--- src/rtl/core/aesd_pkg.sv ---
// Shared types, tables and GF(2^8) helpers for the AES-128 decrypt core.
// Depends on nothing; used by the controller, the datapath and the top level.
package aesd_pkg;

    localparam int unsigned NumRounds = 10;
    localparam int unsigned RkDepth   = NumRounds + 1;
    localparam int unsigned RkAddrW   = $clog2(RkDepth);

    typedef logic [127:0]        t_block;
    typedef logic [RkAddrW-1:0]  t_rk_addr;

    // Round operation applied to the state register
    typedef enum logic [1:0] {
        OP_HOLD,
        OP_ADDKEY,
        OP_FULL,
        OP_LAST
    } t_round_op;

    // Commands from the controller to the datapath
    typedef struct packed {
        logic      rk_we;
        t_rk_addr  rk_waddr;
        t_rk_addr  rk_raddr;
        logic      ek_first;
        logic      load_ct;
        t_round_op op;
        logic      load_out;
    } t_cmd;

    // Forward S-box, entry 0 in the top byte
    localparam logic [2047:0] SBOX = {
        128'h637c777bf26b6fc53001672bfed7ab76,
        128'hca82c97dfa5947f0add4a2af9ca472c0,
        128'hb7fd9326363ff7cc34a5e5f171d83115,
        128'h04c723c31896059a071280e2eb27b275,
        128'h09832c1a1b6e5aa0523bd6b329e32f84,
        128'h53d100ed20fcb15b6acbbe394a4c58cf,
        128'hd0efaafb434d338545f9027f503c9fa8,
        128'h51a3408f929d38f5bcb6da2110fff3d2,
        128'hcd0c13ec5f974417c4a77e3d645d1973,
        128'h60814fdc222a908846eeb814de5e0bdb,
        128'he0323a0a4906245cc2d3ac629195e479,
        128'he7c8376d8dd54ea96c56f4ea657aae08,
        128'hba78252e1ca6b4c6e8dd741f4bbd8b8a,
        128'h703eb5664803f60e613557b986c11d9e,
        128'he1f8981169d98e949b1e87e9ce5528df,
        128'h8ca1890dbfe6426841992d0fb054bb16
    };

    // Invert the forward table at elaboration
    function automatic logic [2047:0] build_inv();
        logic [2047:0] inv;
        logic [7:0]    fwd;
        inv = '0;
        for (int i = 0; i < 256; i++) begin
            fwd = SBOX[2047 - 8*i -: 8];
            inv[2047 - 8*int'(fwd) -: 8] = 8'(i);
        end
        return inv;
    endfunction

    localparam logic [2047:0] INV_SBOX = build_inv();

    function automatic logic [7:0] sbox(input logic [7:0] x);
        return SBOX[11'd2047 - {x, 3'b000} -: 8];
    endfunction

    function automatic logic [7:0] inv_sbox(input logic [7:0] x);
        return INV_SBOX[11'd2047 - {x, 3'b000} -: 8];
    endfunction

    function automatic logic [7:0] xt(input logic [7:0] a);
        return {a[6:0], 1'b0} ^ (a[7] ? 8'h1b : 8'h00);
    endfunction

    // Round constant for the key that follows round key k
    function automatic logic [7:0] rcon(input t_rk_addr k);
        logic [7:0] r;
        case (k)
            4'd0:    r = 8'h01;
            4'd1:    r = 8'h02;
            4'd2:    r = 8'h04;
            4'd3:    r = 8'h08;
            4'd4:    r = 8'h10;
            4'd5:    r = 8'h20;
            4'd6:    r = 8'h40;
            4'd7:    r = 8'h80;
            4'd8:    r = 8'h1b;
            4'd9:    r = 8'h36;
            default: r = 8'h00;
        endcase
        return r;
    endfunction

    // One step of the AES-128 key schedule: round key k to round key k+1
    function automatic t_block next_rk(input t_block key, input logic [7:0] rc);
        logic [31:0] w0, w1, w2, w3, t, n0, n1, n2, n3;
        w0 = key[127:96];
        w1 = key[95:64];
        w2 = key[63:32];
        w3 = key[31:0];
        t  = {sbox(w3[23:16]) ^ rc, sbox(w3[15:8]), sbox(w3[7:0]), sbox(w3[31:24])};
        n0 = w0 ^ t;
        n1 = w1 ^ n0;
        n2 = w2 ^ n1;
        n3 = w3 ^ n2;
        return {n0, n1, n2, n3};
    endfunction

    // Inverse shift rows followed by inverse substitution; byte k at bits 127-8k
    function automatic t_block inv_shift_sub(input t_block s);
        t_block o;
        for (int r = 0; r < 4; r++) begin
            for (int c = 0; c < 4; c++) begin
                o[127 - 8*(r + 4*((c + r) % 4)) -: 8] = inv_sbox(s[127 - 8*(r + 4*c) -: 8]);
            end
        end
        return o;
    endfunction

    function automatic t_block inv_mix(input t_block s);
        t_block o;
        logic [7:0] a [4];
        logic [7:0] m2 [4];
        logic [7:0] m4 [4];
        logic [7:0] m8 [4];
        logic [7:0] x9 [4];
        logic [7:0] xb [4];
        logic [7:0] xd [4];
        logic [7:0] xe [4];
        for (int c = 0; c < 4; c++) begin
            for (int j = 0; j < 4; j++) begin
                a[j]  = s[127 - 8*(4*c + j) -: 8];
                m2[j] = xt(a[j]);
                m4[j] = xt(m2[j]);
                m8[j] = xt(m4[j]);
                x9[j] = m8[j] ^ a[j];
                xb[j] = m8[j] ^ m2[j] ^ a[j];
                xd[j] = m8[j] ^ m4[j] ^ a[j];
                xe[j] = m8[j] ^ m4[j] ^ m2[j];
            end
            o[127 - 8*(4*c)     -: 8] = xe[0] ^ xb[1] ^ xd[2] ^ x9[3];
            o[127 - 8*(4*c + 1) -: 8] = x9[0] ^ xe[1] ^ xb[2] ^ xd[3];
            o[127 - 8*(4*c + 2) -: 8] = xd[0] ^ x9[1] ^ xe[2] ^ xb[3];
            o[127 - 8*(4*c + 3) -: 8] = xb[0] ^ xd[1] ^ x9[2] ^ xe[3];
        end
        return o;
    endfunction

endpackage

--- src/rtl/core/aesd_ctrl.sv ---
// Controller for the AES-128 decrypt core: key expansion, rounds, output slot.
// Depends on aesd_pkg; drives the datapath through a t_cmd struct.
module aesd_ctrl (
    input  logic          i_clk,
    input  logic          i_rst_n,
    input  logic          i_cfg_we,
    input  logic          i_in_valid,
    output logic          o_in_ready,
    output logic          o_out_valid,
    input  logic          i_out_ready,
    output aesd_pkg::t_cmd o_cmd
);
    import aesd_pkg::*;

    typedef enum logic [2:0] {
        S_EXPAND,
        S_SETTLE,
        S_IDLE,
        S_ROUND,
        S_DONE
    } t_state;

    localparam t_rk_addr LastRk = t_rk_addr'(NumRounds);

    t_state   r_state, n_state;
    t_rk_addr r_cnt, n_cnt;
    logic     r_out_valid, n_out_valid;
    t_cmd     cmd;

    // Decode state into datapath commands and next state
    always_comb begin
        cmd         = '0;
        cmd.op      = OP_HOLD;
        cmd.rk_raddr = LastRk;
        n_state     = r_state;
        n_cnt       = r_cnt;
        o_in_ready  = 1'b0;
        case (r_state)
            S_EXPAND: begin
                cmd.rk_we    = 1'b1;
                cmd.rk_waddr = r_cnt;
                cmd.ek_first = (r_cnt == '0);
                if (r_cnt == LastRk) begin
                    n_state = S_SETTLE;
                end else begin
                    n_cnt = r_cnt + 1'b1;
                end
            end
            S_SETTLE: begin
                n_state = S_IDLE;
            end
            S_IDLE: begin
                o_in_ready = !i_cfg_we;
                if (i_in_valid && !i_cfg_we) begin
                    cmd.load_ct = 1'b1;
                    n_state     = S_ROUND;
                    n_cnt       = LastRk;
                end
            end
            S_ROUND: begin
                if (r_cnt != '0) begin
                    cmd.rk_raddr = r_cnt - 1'b1;
                end
                if (r_cnt == LastRk) begin
                    cmd.op = OP_ADDKEY;
                end else if (r_cnt == '0) begin
                    cmd.op = OP_LAST;
                end else begin
                    cmd.op = OP_FULL;
                end
                if (r_cnt == '0) begin
                    n_state = S_DONE;
                end else begin
                    n_cnt = r_cnt - 1'b1;
                end
            end
            S_DONE: begin
                if (!r_out_valid || i_out_ready) begin
                    cmd.load_out = 1'b1;
                    n_state      = S_IDLE;
                end
            end
            default: begin
                n_state = S_EXPAND;
                n_cnt   = '0;
            end
        endcase
        // A key write restarts the schedule
        if (i_cfg_we) begin
            n_state = S_EXPAND;
            n_cnt   = '0;
        end
        if (cmd.load_out) begin
            n_out_valid = 1'b1;
        end else if (i_out_ready) begin
            n_out_valid = 1'b0;
        end else begin
            n_out_valid = r_out_valid;
        end
    end

    // Hold state, round counter and output valid
    always_ff @(posedge i_clk) begin
        if (!i_rst_n) begin
            r_state     <= S_EXPAND;
            r_cnt       <= '0;
            r_out_valid <= 1'b0;
        end else begin
            r_state     <= n_state;
            r_cnt       <= n_cnt;
            r_out_valid <= n_out_valid;
        end
    end

    assign o_cmd       = cmd;
    assign o_out_valid = r_out_valid;

    // Round counter stays within the round key range
    a_cnt_range: assert property (@(posedge i_clk) disable iff (!i_rst_n)
        r_cnt <= LastRk)
        else $error("round counter out of range");

    // An accepted block starts with the last round key
    a_start: assert property (@(posedge i_clk) disable iff (!i_rst_n)
        (o_in_ready && i_in_valid) |=> (r_state == S_ROUND && r_cnt == LastRk))
        else $error("block did not start at last round key");

    // Never overwrite a result that is still waiting
    a_no_overwrite: assert property (@(posedge i_clk) disable iff (!i_rst_n)
        cmd.load_out |-> (!r_out_valid || i_out_ready))
        else $error("output slot overwritten");

    // Round key store is written only during expansion
    a_rk_write: assert property (@(posedge i_clk) disable iff (!i_rst_n)
        cmd.rk_we |-> (r_state == S_EXPAND && !o_in_ready))
        else $error("round key write outside expansion");

endmodule

--- config.mk ---
export PLATFORM = sky130hd
export DESIGN_NAME = aesd_ctrl
export DESIGN_NICKNAME = d
export VERILOG_FILES = /design/src/rtl/core/aesd_pkg.sv /design/src/rtl/core/aesd_ctrl.sv
export SDC_FILE = /design/constraint.sdc
export NUM_CORES = 1
export LEC_CHECK = 0
export BUFFER_PORTS_ARGS = -buffer_cell sky130_fd_sc_hd__buf_4
export CORE_ASPECT_RATIO = 0.6
export CORE_MARGIN = 3
export CORE_UTILIZATION = 30
export DETAILED_ROUTE_END_ITERATION = 7
export PLACE_DENSITY = 0.51
export SLEW_MARGIN = 25
export SYNTH_ARGS = -nofsm -noshare
export SYNTH_HDL_FRONTEND = slang
export SYNTH_SLANG_ARGS = --single-unit
--- constraint.sdc ---
create_clock -name i_clk -period 4.46 [get_ports i_clk]
set_clock_uncertainty 0.2 [all_clocks]
set_input_delay 0.446 -clock i_clk [delete_from_list [all_inputs] [get_ports i_clk]]
set_output_delay 0.446 -clock i_clk [all_outputs]
set_load 0.02 [all_outputs]
-- Word level (Yosys, flattened, before mapping)
Cells that the tools add are included.
- bits in registers: 8
- bits of input ports: 5
- output and inout bits: 16
- logic and storage cells: 53
- add/subtract/negate cells: 2
- equal/unequal tests: 11
- mux-type cells: 23
- bitwise gates (word level): 2
- reduce and logical (&&, ||, !) cells: 12
- operators by type and width (operator ; count):
    $mux 4 ; 5
    $pmux 4 s4 ; 1
    $pmux 3 s5 ; 1
    $mux 3 ; 4
    $ne 2x2->1 const B ; 6
    $mux 1 ; 9
    $reduce_and 4->1 ; 2
    $eq 3x2->1 const B ; 2
    $mux 5 ; 1
    $add 4x1->4 const B ; 1
    $eq 4x4->1 const B ; 1
    $logic_not 4->1 ; 1
    $mux 2 ; 2
    $reduce_bool 4->1 ; 1
    $reduce_or 2->1 ; 2
    $sub 4x1->4 const B ; 1
    $eq 3x1->1 const B ; 1
    $eq 3x3->1 const B ; 1
    $logic_not 3->1 ; 1
    $logic_not 1->1 ; 2
    $not 1->1 ; 2
    $reduce_bool 2->1 ; 1
    $logic_and 1x1->1 ; 1
    $logic_or 1x1->1 ; 1

-- Longest topological paths before layout
Gate-level depths: netlist (run 1).
- depth in word-level cells: 5
- depth in mapped cells: 6
- gate-level depth less buffers: 6

-- Worst setup path after synthesis (run 1)
No wires, ideal clock.
- path type: reg-to-output
- start point: reg r_state[1]
- end point: out o_cmd[3] (netlist name)
- arrival: 1.804 ns
- data required time: 3.814 ns
- slack: 2.010 ns
- stages on the path, launching flop included: 4
- buffers on the path: 1
- cell sequence: dfxtp_1 -> clkbuf_1 -> nor4b_1 -> and2_1
- RTL lines (what ; RTL line ; source):
    start, declared ; aesd_ctrl.sv:25 ; t_state r_state, n_state;
    start signal, assigned ; aesd_ctrl.sv:109 ; r_state <= n_state;
    end, declared ; aesd_ctrl.sv:11 ; output aesd_pkg::t_cmd o_cmd

==> impl_metrics.xml, run 1 <==
<?xml version="1.0" encoding="UTF-8"?>
<metrics>
  <group name="synthesis">
    <metric name="synth_cell_type_count" unit="">40</metric>
    <metric name="synth_edf_count" unit="">0</metric>
    <metric name="synth_seq_cells" unit="">8</metric>
    <metric name="async_set_or_reset_register_ratio_after_synthesis" unit="">0</metric>
    <metric name="synthesis.nets" unit="">101</metric>
    <metric name="yosysWarnings" unit="">0</metric>
    <metric name="synthesis.instances" unit="">93</metric>
    <metric name="synthFlopType" unit="">dfxtp_1</metric>
    <metric name="postSynthAreaPerCell" unit="um^2">7.90</metric>
    <metric name="cell_area_after_synthesis" unit="um^2">734</metric>
    <metric name="yosysSeqAreaShare" unit="">0.218</metric>
  </group>
  <group name="critical_path">
    <metric name="worstSetupEndpointType" unit="">output pin</metric>
    <metric name="regToRegStartpoint" unit="">r_cnt[0]</metric>
    <metric name="worstSetupPathType" unit="">flop to output pin</metric>
    <metric name="worst_setup_path_start_kind" unit="">flop</metric>
    <metric name="crit_path_end" unit="">o_cmd[6]</metric>
    <metric name="rrSetupSlack" unit="ps">2290</metric>
    <metric name="rr_worst_depth" unit="">6</metric>
    <metric name="worst_ep_arrival_time" unit="ps">1770</metric>
    <metric name="worstPathMaxFanout" unit="">7</metric>
    <metric name="cp-startpoint" unit="">r_cnt[0]</metric>
    <metric name="timing.critical_path.required" unit="ps">3810</metric>
    <metric name="reg2reg_to" unit="">r_cnt[2]</metric>
  </group>
  <group name="clocking">
    <metric name="cts_sinks" unit="">8</metric>
    <metric name="holdBufCountCts" unit="">0</metric>
    <metric name="clock_tree.buffer_depth" unit="">2</metric>
    <metric name="cts_root_buffer" unit="">clkbuf_8</metric>
    <metric name="numCtsBuffers" unit="">3</metric>
    <metric name="h-tree-depth" unit="">1</metric>
    <metric name="post_cts_clock_slew_at_the_launch_and_capture_registers_of_the_worst_setup_and_hold_paths" unit="ps">40</metric>
    <metric name="worst_skew_pair.late_latency" unit="ps">230</metric>
    <metric name="cts.repair.resized" unit="">0</metric>
    <metric name="clock_tree_from_tritoncts" unit="">done</metric>
    <metric name="cts.repair_timing.setup_buffer_count" unit="">0</metric>
  </group>
  <group name="placed_design">
    <metric name="portBuffers" unit="">20</metric>
    <metric name="place.detailed.instances" unit="">136</metric>
    <metric name="globalplace.congestion" unit="">0.800</metric>
    <metric name="post_dp_cell_area" unit="um^2">876</metric>
    <metric name="hpwl" unit="um">1390</metric>
  </group>
  <group name="finish">
    <metric name="layout.nets" unit="">119</metric>
    <metric name="num_antenna_cells" unit="">0</metric>
    <metric name="layout.cell_area.non_filler" unit="um^2">917</metric>
    <metric name="layout.filler_cells" unit="">233</metric>
    <metric name="final-instance-count-excl-fill" unit="">139</metric>
    <metric name="syn_to_final_growth" unit="%">24.9</metric>
    <metric name="register_area" unit="um^2">160</metric>
    <metric name="fin_util" unit="">0.409</metric>
    <metric name="layout-drive-gt1-share" unit="">0.266</metric>
    <metric name="area_used_by_multi_input_combinational_logic" unit="um^2">497</metric>
  </group>
  <group name="grt">
    <metric name="antenna_found_initial" unit="">0</metric>
    <metric name="grt_pass1_wl" unit="um">3060</metric>
    <metric name="number_of_global_route_vias_before_repair" unit="">615</metric>
    <metric name="globalRouteTotalUtil" unit="">0.129</metric>
    <metric name="grt.overflow.total" unit="">0</metric>
    <metric name="largest_net_degree_at_the_start_of_global_routing" unit="">16</metric>
  </group>
  <group name="die">
    <metric name="floorplan.core_area" unit="um^2">2240</metric>
    <metric name="placement_rows" unit="">13</metric>
    <metric name="floorplan.die_area" unit="um^2">3100</metric>
    <metric name="design.portCount" unit="">21</metric>
    <metric name="chip_width" unit="um">69.9</metric>
    <metric name="initial_utilization" unit="">0.327</metric>
    <metric name="dieHeight" unit="um">44.3</metric>
  </group>
  <group name="timing">
    <metric name="report.final.hold_viol_count" unit="">0</metric>
    <metric name="total_neg_setup_slack" unit="ps">0</metric>
    <metric name="timing.final.crit_share" unit="">0.541</metric>
    <metric name="timing.final.crit_period" unit="ps">2410</metric>
    <metric name="grt_setup_unrepaired" unit="">false</metric>
    <metric name="slew_of_the_pin_with_the_lowest_slew_margin" unit="ps">526</metric>
    <metric name="timing.fmax" unit="GHz">0.414</metric>
    <metric name="maxSlewViolCount" unit="">0</metric>
    <metric name="max_slew_margin" unit="">0.649</metric>
    <metric name="setup_violations" unit="">0</metric>
  </group>
  <group name="route">
    <metric name="initialDrtViolationCount" unit="">48</metric>
    <metric name="routed_wirelength" unit="um">1890</metric>
    <metric name="drtPass1Iterations" unit="">4</metric>
    <metric name="routed_via_density" unit="">5.22</metric>
    <metric name="drt-wirelength-per-cell" unit="um">13.6</metric>
    <metric name="antenna_violating_nets_post_route" unit="">0</metric>
    <metric name="drc" unit="">0</metric>
    <metric name="dr_total_vias" unit="">726</metric>
  </group>
  <group name="power">
    <metric name="peakVddDrop" unit="mV">0.119</metric>
    <metric name="report.power.total" unit="mW">0.184</metric>
    <metric name="powerDensity" unit="nW/um^2">201</metric>
    <metric name="total_leakage_power" unit="nW">0.376</metric>
  </group>
  <group name="hold_path">
    <metric name="count_of_cells_along_the_worst_hold_path" unit="">2</metric>
    <metric name="worst_min_delay_path_class" unit="">input port to flop</metric>
  </group>
  <group name="run">
    <metric name="drv.max_cap_violation_count" unit="">0</metric>
  </group>
  <group name="status">
    <metric name="outcome" unit="">finished clean</metric>
  </group>
</metrics>
registers in the layout, indices dropped and copies added (netlist names):
| signal | flops |
|---|---|
| o_out_valid | 1 |
| r_state | 3 |
| r_cnt | 4 |
cells by family (layout without fill, tap and decap cells):
| logic type | count (synthesis) | count (layout) | share of synthesized area |
|---|---|---|---|
| compound gates | 22 | 22 | 0.252 |
| buf+inv | 12 | 28 | 0.106 |
| fa+ha+maj | 3 | 3 | 0.0511 |
| simple gates | 46 | 46 | 0.349 |
| xor+xnor | 2 | 2 | 0.0239 |
| flops | 8 | 8 | 0.218 |
metal layers:
layer  routed length (um)  GRT usage  vias to the layer above
met2                  771      0.169                       17
met5                    0          0                        -
met4                    4     0.0229                        0
met3                  127     0.0612                        2
li1                     -          -                      365
met1                  982      0.190                      342
stage by stage:
| step | hold slack [ps] | setup slack (ps) |
|---|---|---|
| after global placement | 357 | 2260 |
| after global routing | 283 | 1930 |
| final | 257 | 2050 |
| after floorplan | 301 | 2010 |
| after CTS | 252 | 2040 |
| after detailed placement | 346 | 2270 |
cell usage after synthesis, types with 2 or more instances:
cell type / number / area (um^2)
nand2b_1: 3 / 18.8
clkbuf_1: 3 / 11.3
and2_1: 2 / 12.5
nor3_1: 2 / 10.0
buf_6: 2 / 22.5
nand3b_1: 4 / 30.0
a21oi_1: 3 / 15.0
ha_1: 3 / 37.5
o21ai_0: 3 / 15.0
nor2_1: 12 / 45.0
nand2_1: 6 / 22.5
a211o_1: 2 / 17.5
nor2b_1: 3 / 18.8
and3_1: 3 / 18.8
xnor2_1: 2 / 17.5
o21a_1: 3 / 22.5
dfxtp_1: 8 / 160
inv_1: 4 / 15.0
nand3_1: 3 / 15.0
a221oi_1: 2 / 17.5
final cells by class:
type,count,share of cell area
Clock buffer,3,0.0450
Multi-Input combinational cell,73,0.542
Timing Repair Buffer,20,0.164
Inverter,5,0.0341
Sequential cell,8,0.175
Tap cell,30,0.0409
cells in the final DEF (no fill, tap or decap), types with 4 or more instances in the layout:
master	Yosys	final
dfxtp_1	8	8
nand3b_1	4	4
buf_4	1	20
inv_1	4	4
nand2_1	6	6
nor2_1	12	12
critical path: stages, from the launching register on:
cell and delay, ps:
dfxtp_1 370, inv_1 130, ha_1 260, nor3b_1 440
nor2_1 120, nand2_1 90, buf_4 130
worst min path at each step:
stage	start	end	slack, ps
2_1_floorplan	r_cnt[1]	r_cnt[1]	300
3_3_place_gp	r_cnt[1]	r_cnt[1]	360
3_5_place_dp	r_cnt[1]	r_cnt[1]	350
4_1_cts	i_rst_n	o_out_valid	250
5_1_grt	i_rst_n	o_out_valid	280
6_report	i_rst_n	o_out_valid	260
power by group:
| group | switching [mW] | total, mW | internal, mW |
|---|---|---|---|
| registers | 0.00171 | 0.0745 | 0.0727 |
| clock network | 0.0282 | 0.0866 | 0.0585 |
| logic | 0.0117 | 0.0228 | 0.0112 |
| total | 0.0416 | 0.184 | 0.142 |
Note: power is estimated with default switching activity, not from simulation.
==> run 2: changes to the inputs <==
--- a/config.mk
+++ b/config.mk
@@ -10,7 +10,7 @@
 export CORE_MARGIN = 3
 export CORE_UTILIZATION = 30
 export DETAILED_ROUTE_END_ITERATION = 7
-export PLACE_DENSITY = 0.51
+export PLACE_DENSITY = 0.53
 export SLEW_MARGIN = 25
 export SYNTH_ARGS = -nofsm -noshare
 export SYNTH_HDL_FRONTEND = slang
==> constraint.sdc (replaced) <==
create_clock -name i_clk -period 2.1 [get_ports i_clk]
set_clock_uncertainty 0.2 [all_clocks]
set_input_delay 0.21 -clock i_clk [delete_from_list [all_inputs] [get_ports i_clk]]
set_output_delay 0.21 -clock i_clk [all_outputs]
set_load 0.02 [all_outputs]
==> impl_metrics.xml, run 2 (synthesis results as in run 1) <==
<?xml version="1.0" encoding="UTF-8"?>
<metrics>
  <group name="clocking">
    <metric name="cts_root_buffer" unit="">clkbuf_8</metric>
    <metric name="cts.repair_timing.setup_buffer_count" unit="">0</metric>
    <metric name="holdBufCountCts" unit="">0</metric>
    <metric name="post_cts_clock_slew_at_the_launch_and_capture_registers_of_the_worst_setup_and_hold_paths" unit="ps">40</metric>
    <metric name="worst_skew_pair.late_latency" unit="ps">230</metric>
    <metric name="cts.repair.resized" unit="">1</metric>
    <metric name="cts_sinks" unit="">8</metric>
    <metric name="clock_tree_from_tritoncts" unit="">done</metric>
    <metric name="clock_tree.buffer_depth" unit="">2</metric>
    <metric name="numCtsBuffers" unit="">3</metric>
    <metric name="h-tree-depth" unit="">1</metric>
  </group>
  <group name="die">
    <metric name="chip_width" unit="um">69.9</metric>
    <metric name="floorplan.die_area" unit="um^2">3100</metric>
    <metric name="floorplan.core_area" unit="um^2">2240</metric>
    <metric name="dieHeight" unit="um">44.3</metric>
    <metric name="design.portCount" unit="">21</metric>
    <metric name="placement_rows" unit="">13</metric>
    <metric name="initial_utilization" unit="">0.327</metric>
  </group>
  <group name="route">
    <metric name="routed_wirelength" unit="um">2050</metric>
    <metric name="dr_total_vias" unit="">784</metric>
    <metric name="drt-wirelength-per-cell" unit="um">13.9</metric>
    <metric name="drtPass1Iterations" unit="">4</metric>
    <metric name="antenna_violating_nets_post_route" unit="">0</metric>
    <metric name="initialDrtViolationCount" unit="">77</metric>
    <metric name="routed_via_density" unit="">5.33</metric>
    <metric name="drc" unit="">0</metric>
  </group>
  <group name="grt">
    <metric name="grt.met2_usage" unit="">0.193</metric>
    <metric name="grtUsageMet3" unit="">0.0272</metric>
    <metric name="largest_net_degree_at_the_start_of_global_routing" unit="">13</metric>
    <metric name="grt.overflow.total" unit="">0</metric>
    <metric name="global_route.peak_usage_layer" unit="">met2</metric>
    <metric name="grt_pass1_wl" unit="um">3170</metric>
    <metric name="antenna_found_initial" unit="">0</metric>
    <metric name="globalRouteTotalUtil" unit="">0.130</metric>
    <metric name="number_of_global_route_vias_before_repair" unit="">666</metric>
    <metric name="gr-usage-met1" unit="">0.189</metric>
  </group>
  <group name="timing">
    <metric name="total_neg_setup_slack" unit="ps">0</metric>
    <metric name="timing.final.crit_period" unit="ps">1960</metric>
    <metric name="slew_of_the_pin_with_the_lowest_slew_margin" unit="ps">580</metric>
    <metric name="maxSlewViolCount" unit="">0</metric>
    <metric name="setup_violations" unit="">0</metric>
    <metric name="report.final.hold_viol_count" unit="">0</metric>
    <metric name="grt_setup_unrepaired" unit="">false</metric>
    <metric name="timing.final.crit_share" unit="">0.934</metric>
    <metric name="timing.fmax" unit="GHz">0.510</metric>
    <metric name="max_slew_margin" unit="">0.608</metric>
  </group>
  <group name="critical_path">
    <metric name="cp-startpoint" unit="">r_cnt[0]</metric>
    <metric name="crit_chain" unit="">inv_1 -&gt; ha_1 -&gt; or3b_4 -&gt; a31oi_4 -&gt; a221oi_1 -&gt; o21a_1</metric>
    <metric name="worst_setup_path_start_kind" unit="">flop</metric>
    <metric name="worst_path_largest_cell_delay" unit="ps">420</metric>
    <metric name="worst_ep_arrival_time" unit="ps">1880</metric>
    <metric name="worstPathBufferInverterCount" unit="">1</metric>
    <metric name="worstPathMaxFanout" unit="">9</metric>
    <metric name="worstSetupPathType" unit="">flop to flop</metric>
    <metric name="cp_top_family" unit="">compound AO/OA/AOI/OAI gates</metric>
    <metric name="worstSetupEndpointType" unit="">flop</metric>
    <metric name="crit_slowest_cell" unit="">or3b_4</metric>
    <metric name="regToRegStartpoint" unit="">r_cnt[0]</metric>
    <metric name="timing.critical_path.required" unit="ps">2010</metric>
  </group>
  <group name="status">
    <metric name="outcome" unit="">finished clean</metric>
  </group>
  <group name="placed_design">
    <metric name="portBuffers" unit="">20</metric>
    <metric name="globalplace.congestion" unit="">0.874</metric>
    <metric name="place.detailed.instances" unit="">144</metric>
    <metric name="post_dp_cell_area" unit="um^2">942</metric>
    <metric name="hpwl" unit="um">1590</metric>
  </group>
  <group name="finish">
    <metric name="largest_reg_flops" unit="">4</metric>
    <metric name="top_register" unit="">r_cnt</metric>
    <metric name="layout.filler_cells" unit="">228</metric>
    <metric name="most_used_cells_in_the_layout_excluding_fill_and_tap_cells" unit="">28 x buf_4, 12 x nor2_1, 8 x dfxtp_1</metric>
    <metric name="final-instance-count-excl-fill" unit="">147</metric>
    <metric name="layout.cell_area.non_filler" unit="um^2">988</metric>
    <metric name="layout.nets" unit="">127</metric>
    <metric name="layout-drive-gt1-share" unit="">0.333</metric>
    <metric name="area_used_by_multi_input_combinational_logic" unit="um^2">508</metric>
    <metric name="layout.cells.most_common" unit="">buf_4</metric>
    <metric name="register_area" unit="um^2">160</metric>
    <metric name="num_antenna_cells" unit="">0</metric>
    <metric name="syn_to_final_growth" unit="%">34.6</metric>
  </group>
  <group name="power">
    <metric name="total_leakage_power" unit="nW">0.422</metric>
    <metric name="netSwitchingPower" unit="mW">0.0882</metric>
    <metric name="share_clk_of_total_power" unit="">0.461</metric>
    <metric name="sequential_fraction_of_design_power" unit="">0.394</metric>
    <metric name="switching_portion_of_total_power" unit="">0.223</metric>
    <metric name="p_int" unit="mW">0.307</metric>
    <metric name="powerDensity" unit="nW/um^2">399</metric>
    <metric name="peakVddDrop" unit="mV">0.187</metric>
    <metric name="comb_power_share" unit="">0.146</metric>
  </group>
  <group name="hold_path">
    <metric name="worst_min_delay_path_class" unit="">input port to flop</metric>
    <metric name="hold_path.startpoint" unit="">i_rst_n</metric>
  </group>
  <group name="run">
    <metric name="drv.max_cap_violation_count" unit="">0</metric>
  </group>
</metrics>
-- run 2: cell count changes in the layout (fill, tap and decap cells not counted) --
cell / before / now
nor3b_2: 0 / 1
buf_4: 20 / 28
nor4b_2: 0 / 1
nor3b_1: 1 / 0
nor4b_1: 1 / 0
-- run 2: through the flow --
step           worst slack, ps  power (mW)  hold slack [ps]  utilization
2_1_floorplan              155       0.191              138            -
3_3_place_gp               206       0.215              240        0.420
3_5_place_dp               173       0.215              242        0.420
4_1_cts                    165       0.397             10.2        0.440
5_1_grt                   70.0       0.411             21.9        0.440
6_report                   139       0.395             12.5        0.440
-- run 2: worst paths after layout --
| check | slack, ps | endpoint | cells after the start |
|---|---|---|---|
| max reg2reg | 140 | r_cnt[2] | 6 |
| min | 10 | o_out_valid | 2 |
| min reg2reg | 420 | r_state[0] | 2 |
| max | 140 | r_cnt[2] | 6 |
-- run 2: power groups by stage --
| stage | Combinational [mW] | Sequential, mW | Clock, mW |
|---|---|---|---|
| after floorplan | 0.0319 | 0.159 | 0 |
| after global placement | 0.0569 | 0.158 | 0 |
| after detailed placement | 0.0567 | 0.158 | 0 |
| after CTS | 0.0574 | 0.155 | 0.185 |
| after global routing | 0.0617 | 0.155 | 0.195 |
| final | 0.0575 | 0.155 | 0.182 |
-- run 2: layout make-up --
type	count	share of cell area
timing repair buffer	28	0.213
inverter	5	0.0316
multi-input combinational	73	0.514
clock buffer	3	0.0418
tap	30	0.0380
sequential	8	0.162
-- run 2: routing by layer --
layer,routed length [um],part of all wire,up-vias
met5,0,0,-
met4,15,0.0073,0
met3,134,0.065,2
met2,889,0.43,36
met1,1010,0.49,366
li1,-,-,380
==> run 3: changes to the inputs <==
--- a/config.mk
+++ b/config.mk
@@ -10,8 +10,10 @@
 export CORE_MARGIN = 3
 export CORE_UTILIZATION = 30
 export DETAILED_ROUTE_END_ITERATION = 7
+export MAX_ROUTING_LAYER = met4
 export PLACE_DENSITY = 0.53
 export SLEW_MARGIN = 25
 export SYNTH_ARGS = -nofsm -noshare
 export SYNTH_HDL_FRONTEND = slang
 export SYNTH_SLANG_ARGS = --single-unit
+export TNS_END_PERCENT = 1
==> impl_metrics.xml, run 3 (synthesis results as in run 1) <==
<?xml version="1.0" encoding="UTF-8"?>
<metrics>
  <group name="critical_path">
    <metric name="worst_setup_path_start_kind" unit="">flop</metric>
    <metric name="worstSetupPathType" unit="">flop to flop</metric>
    <metric name="rr_worst_depth" unit="">6</metric>
    <metric name="worstSetupEndpointType" unit="">flop</metric>
    <metric name="timing.critical_path.required" unit="ps">2020</metric>
    <metric name="rrSetupSlack" unit="ps">140</metric>
    <metric name="worstPathMaxFanout" unit="">9</metric>
    <metric name="regToRegStartpoint" unit="">r_cnt[0]</metric>
    <metric name="reg2reg_to" unit="">r_cnt[2]</metric>
    <metric name="worst_ep_arrival_time" unit="ps">1880</metric>
  </group>
  <group name="hold_path">
    <metric name="worst_min_delay_path_class" unit="">input port to flop</metric>
    <metric name="hold_path.startpoint" unit="">i_rst_n</metric>
    <metric name="count_of_cells_along_the_worst_hold_path" unit="">2</metric>
    <metric name="endpoint_worst_hold" unit="">o_out_valid</metric>
  </group>
  <group name="die">
    <metric name="floorplan.core_area" unit="um^2">2240</metric>
    <metric name="design.portCount" unit="">21</metric>
    <metric name="dieHeight" unit="um">44.3</metric>
    <metric name="initial_utilization" unit="">0.327</metric>
    <metric name="chip_width" unit="um">69.9</metric>
    <metric name="placement_rows" unit="">13</metric>
    <metric name="floorplan.die_area" unit="um^2">3100</metric>
  </group>
  <group name="timing">
    <metric name="holdWs" unit="ps">12.1</metric>
    <metric name="timing.fmax" unit="GHz">0.510</metric>
    <metric name="report.final.hold_viol_count" unit="">0</metric>
    <metric name="fin_ws" unit="ps">139</metric>
    <metric name="timing.final.crit_period" unit="ps">1960</metric>
    <metric name="max_slew_margin" unit="">0.609</metric>
    <metric name="maxSlewViolCount" unit="">0</metric>
    <metric name="timing.final.crit_share" unit="">0.934</metric>
    <metric name="total_neg_setup_slack" unit="ps">0</metric>
    <metric name="grt_setup_unrepaired" unit="">false</metric>
    <metric name="slew_of_the_pin_with_the_lowest_slew_margin" unit="ps">578</metric>
    <metric name="setup_violations" unit="">0</metric>
  </group>
  <group name="route">
    <metric name="drc" unit="">0</metric>
    <metric name="drtPass1Iterations" unit="">4</metric>
    <metric name="antenna_violating_nets_post_route" unit="">0</metric>
    <metric name="dr_total_vias" unit="">783</metric>
    <metric name="routed_via_density" unit="">5.33</metric>
    <metric name="initialDrtViolationCount" unit="">78</metric>
    <metric name="routed_wirelength" unit="um">2050</metric>
    <metric name="drt-wirelength-per-cell" unit="um">13.9</metric>
  </group>
  <group name="power">
    <metric name="netSwitchingPower" unit="mW">0.0883</metric>
    <metric name="report.power.total" unit="mW">0.395</metric>
    <metric name="switching_portion_of_total_power" unit="">0.224</metric>
    <metric name="total_leakage_power" unit="nW">0.422</metric>
    <metric name="share_clk_of_total_power" unit="">0.461</metric>
    <metric name="comb_power_share" unit="">0.146</metric>
    <metric name="p_int" unit="mW">0.307</metric>
    <metric name="sequential_fraction_of_design_power" unit="">0.393</metric>
    <metric name="powerDensity" unit="nW/um^2">400</metric>
    <metric name="peakVddDrop" unit="mV">0.187</metric>
  </group>
  <group name="clocking">
    <metric name="cts.repair.resized" unit="">1</metric>
    <metric name="cts_sinks" unit="">8</metric>
    <metric name="clock_tree.buffer_depth" unit="">2</metric>
    <metric name="cts_root_buffer" unit="">clkbuf_8</metric>
    <metric name="holdBufCountCts" unit="">0</metric>
    <metric name="worst_skew_pair.late_latency" unit="ps">230</metric>
    <metric name="cts.repair_timing.setup_buffer_count" unit="">0</metric>
    <metric name="h-tree-depth" unit="">1</metric>
    <metric name="clock_tree_from_tritoncts" unit="">done</metric>
    <metric name="post_cts_clock_slew_at_the_launch_and_capture_registers_of_the_worst_setup_and_hold_paths" unit="ps">40</metric>
    <metric name="numCtsBuffers" unit="">3</metric>
  </group>
  <group name="finish">
    <metric name="layout.nets" unit="">127</metric>
    <metric name="num_antenna_cells" unit="">0</metric>
    <metric name="largest_reg_flops" unit="">4</metric>
    <metric name="fin_util" unit="">0.440</metric>
    <metric name="layout.cells.most_common" unit="">buf_4</metric>
    <metric name="top_register" unit="">r_cnt</metric>
    <metric name="layout-drive-gt1-share" unit="">0.333</metric>
    <metric name="final-instance-count-excl-fill" unit="">147</metric>
    <metric name="layout.cell_area.non_filler" unit="um^2">988</metric>
    <metric name="syn_to_final_growth" unit="%">34.6</metric>
    <metric name="most_used_cells_in_the_layout_excluding_fill_and_tap_cells" unit="">28 x buf_4, 12 x nor2_1, 8 x dfxtp_1</metric>
  </group>
  <group name="status">
    <metric name="outcome" unit="">finished clean</metric>
  </group>
  <group name="grt">
    <metric name="number_of_global_route_vias_before_repair" unit="">667</metric>
    <metric name="grt.overflow.total" unit="">0</metric>
    <metric name="globalRouteTotalUtil" unit="">0.134</metric>
    <metric name="antenna_found_initial" unit="">0</metric>
    <metric name="largest_net_degree_at_the_start_of_global_routing" unit="">13</metric>
    <metric name="grt_pass1_wl" unit="um">3170</metric>
  </group>
  <group name="placed_design">
    <metric name="portBuffers" unit="">20</metric>
    <metric name="post_dp_cell_area" unit="um^2">942</metric>
    <metric name="dp_worst_setup_slack" unit="ps">173</metric>
    <metric name="place.detailed.instances" unit="">144</metric>
    <metric name="hpwl" unit="um">1590</metric>
    <metric name="globalplace.congestion" unit="">0.889</metric>
  </group>
  <group name="run">
    <metric name="drv.max_cap_violation_count" unit="">0</metric>
  </group>
</metrics>
-- run 3: how the worst max path moves through the flow --
| stage | start | to |
|---|---|---|
| 2_1_floorplan | r_cnt[0] | r_cnt[2] |
| 3_3_place_gp | r_cnt[0] | o_cmd[6] |
| 3_5_place_dp | r_cnt[0] | r_cnt[2] |
| 4_1_cts | r_cnt[0] | r_cnt[2] |
| 5_1_grt | r_cnt[0] | o_cmd[6] |
| 6_report | r_cnt[0] | r_cnt[2] |
-- run 3: area by class of cell --
type | instances | area, um^2
multi-input cells | 73 | 508
clock buffers | 3 | 41.3
well taps | 30 | 37.5
inverters | 5 | 31.3
flip-flops and latches | 8 | 160
repair buffers | 28 | 210
fillers | 228 | 1260
-- run 3: metal layers --
| metal | vias to the layer above | part of all wire | GRT usage |
|---|---|---|---|
| met5 | - | 0 | - |
| li1 | 380 | - | - |
| met1 | 369 | 0.49 | 0.189 |
| met2 | 34 | 0.44 | 0.193 |
| met4 | 0 | 0 | 0.0344 |
| met3 | 0 | 0.068 | 0.0272 |
-- run 3: power groups by stage --
stage                     clock, mW  sequential (mW)  combinational (mW)
final                         0.182            0.155              0.0575
after global routing          0.195            0.155              0.0617
after CTS                     0.185            0.155              0.0574
after detailed placement          0            0.158              0.0567
after global placement            0            0.158              0.0569
after floorplan                   0            0.159              0.0319
-- run 3: worst max-delay path, cell delays in order, from the launching register on --
cell and delay, ps:
dfxtp_1 300, inv_1 90, ha_1 170, or3b_4 420, a31oi_4 320, a221oi_1 160
o21a_1 190
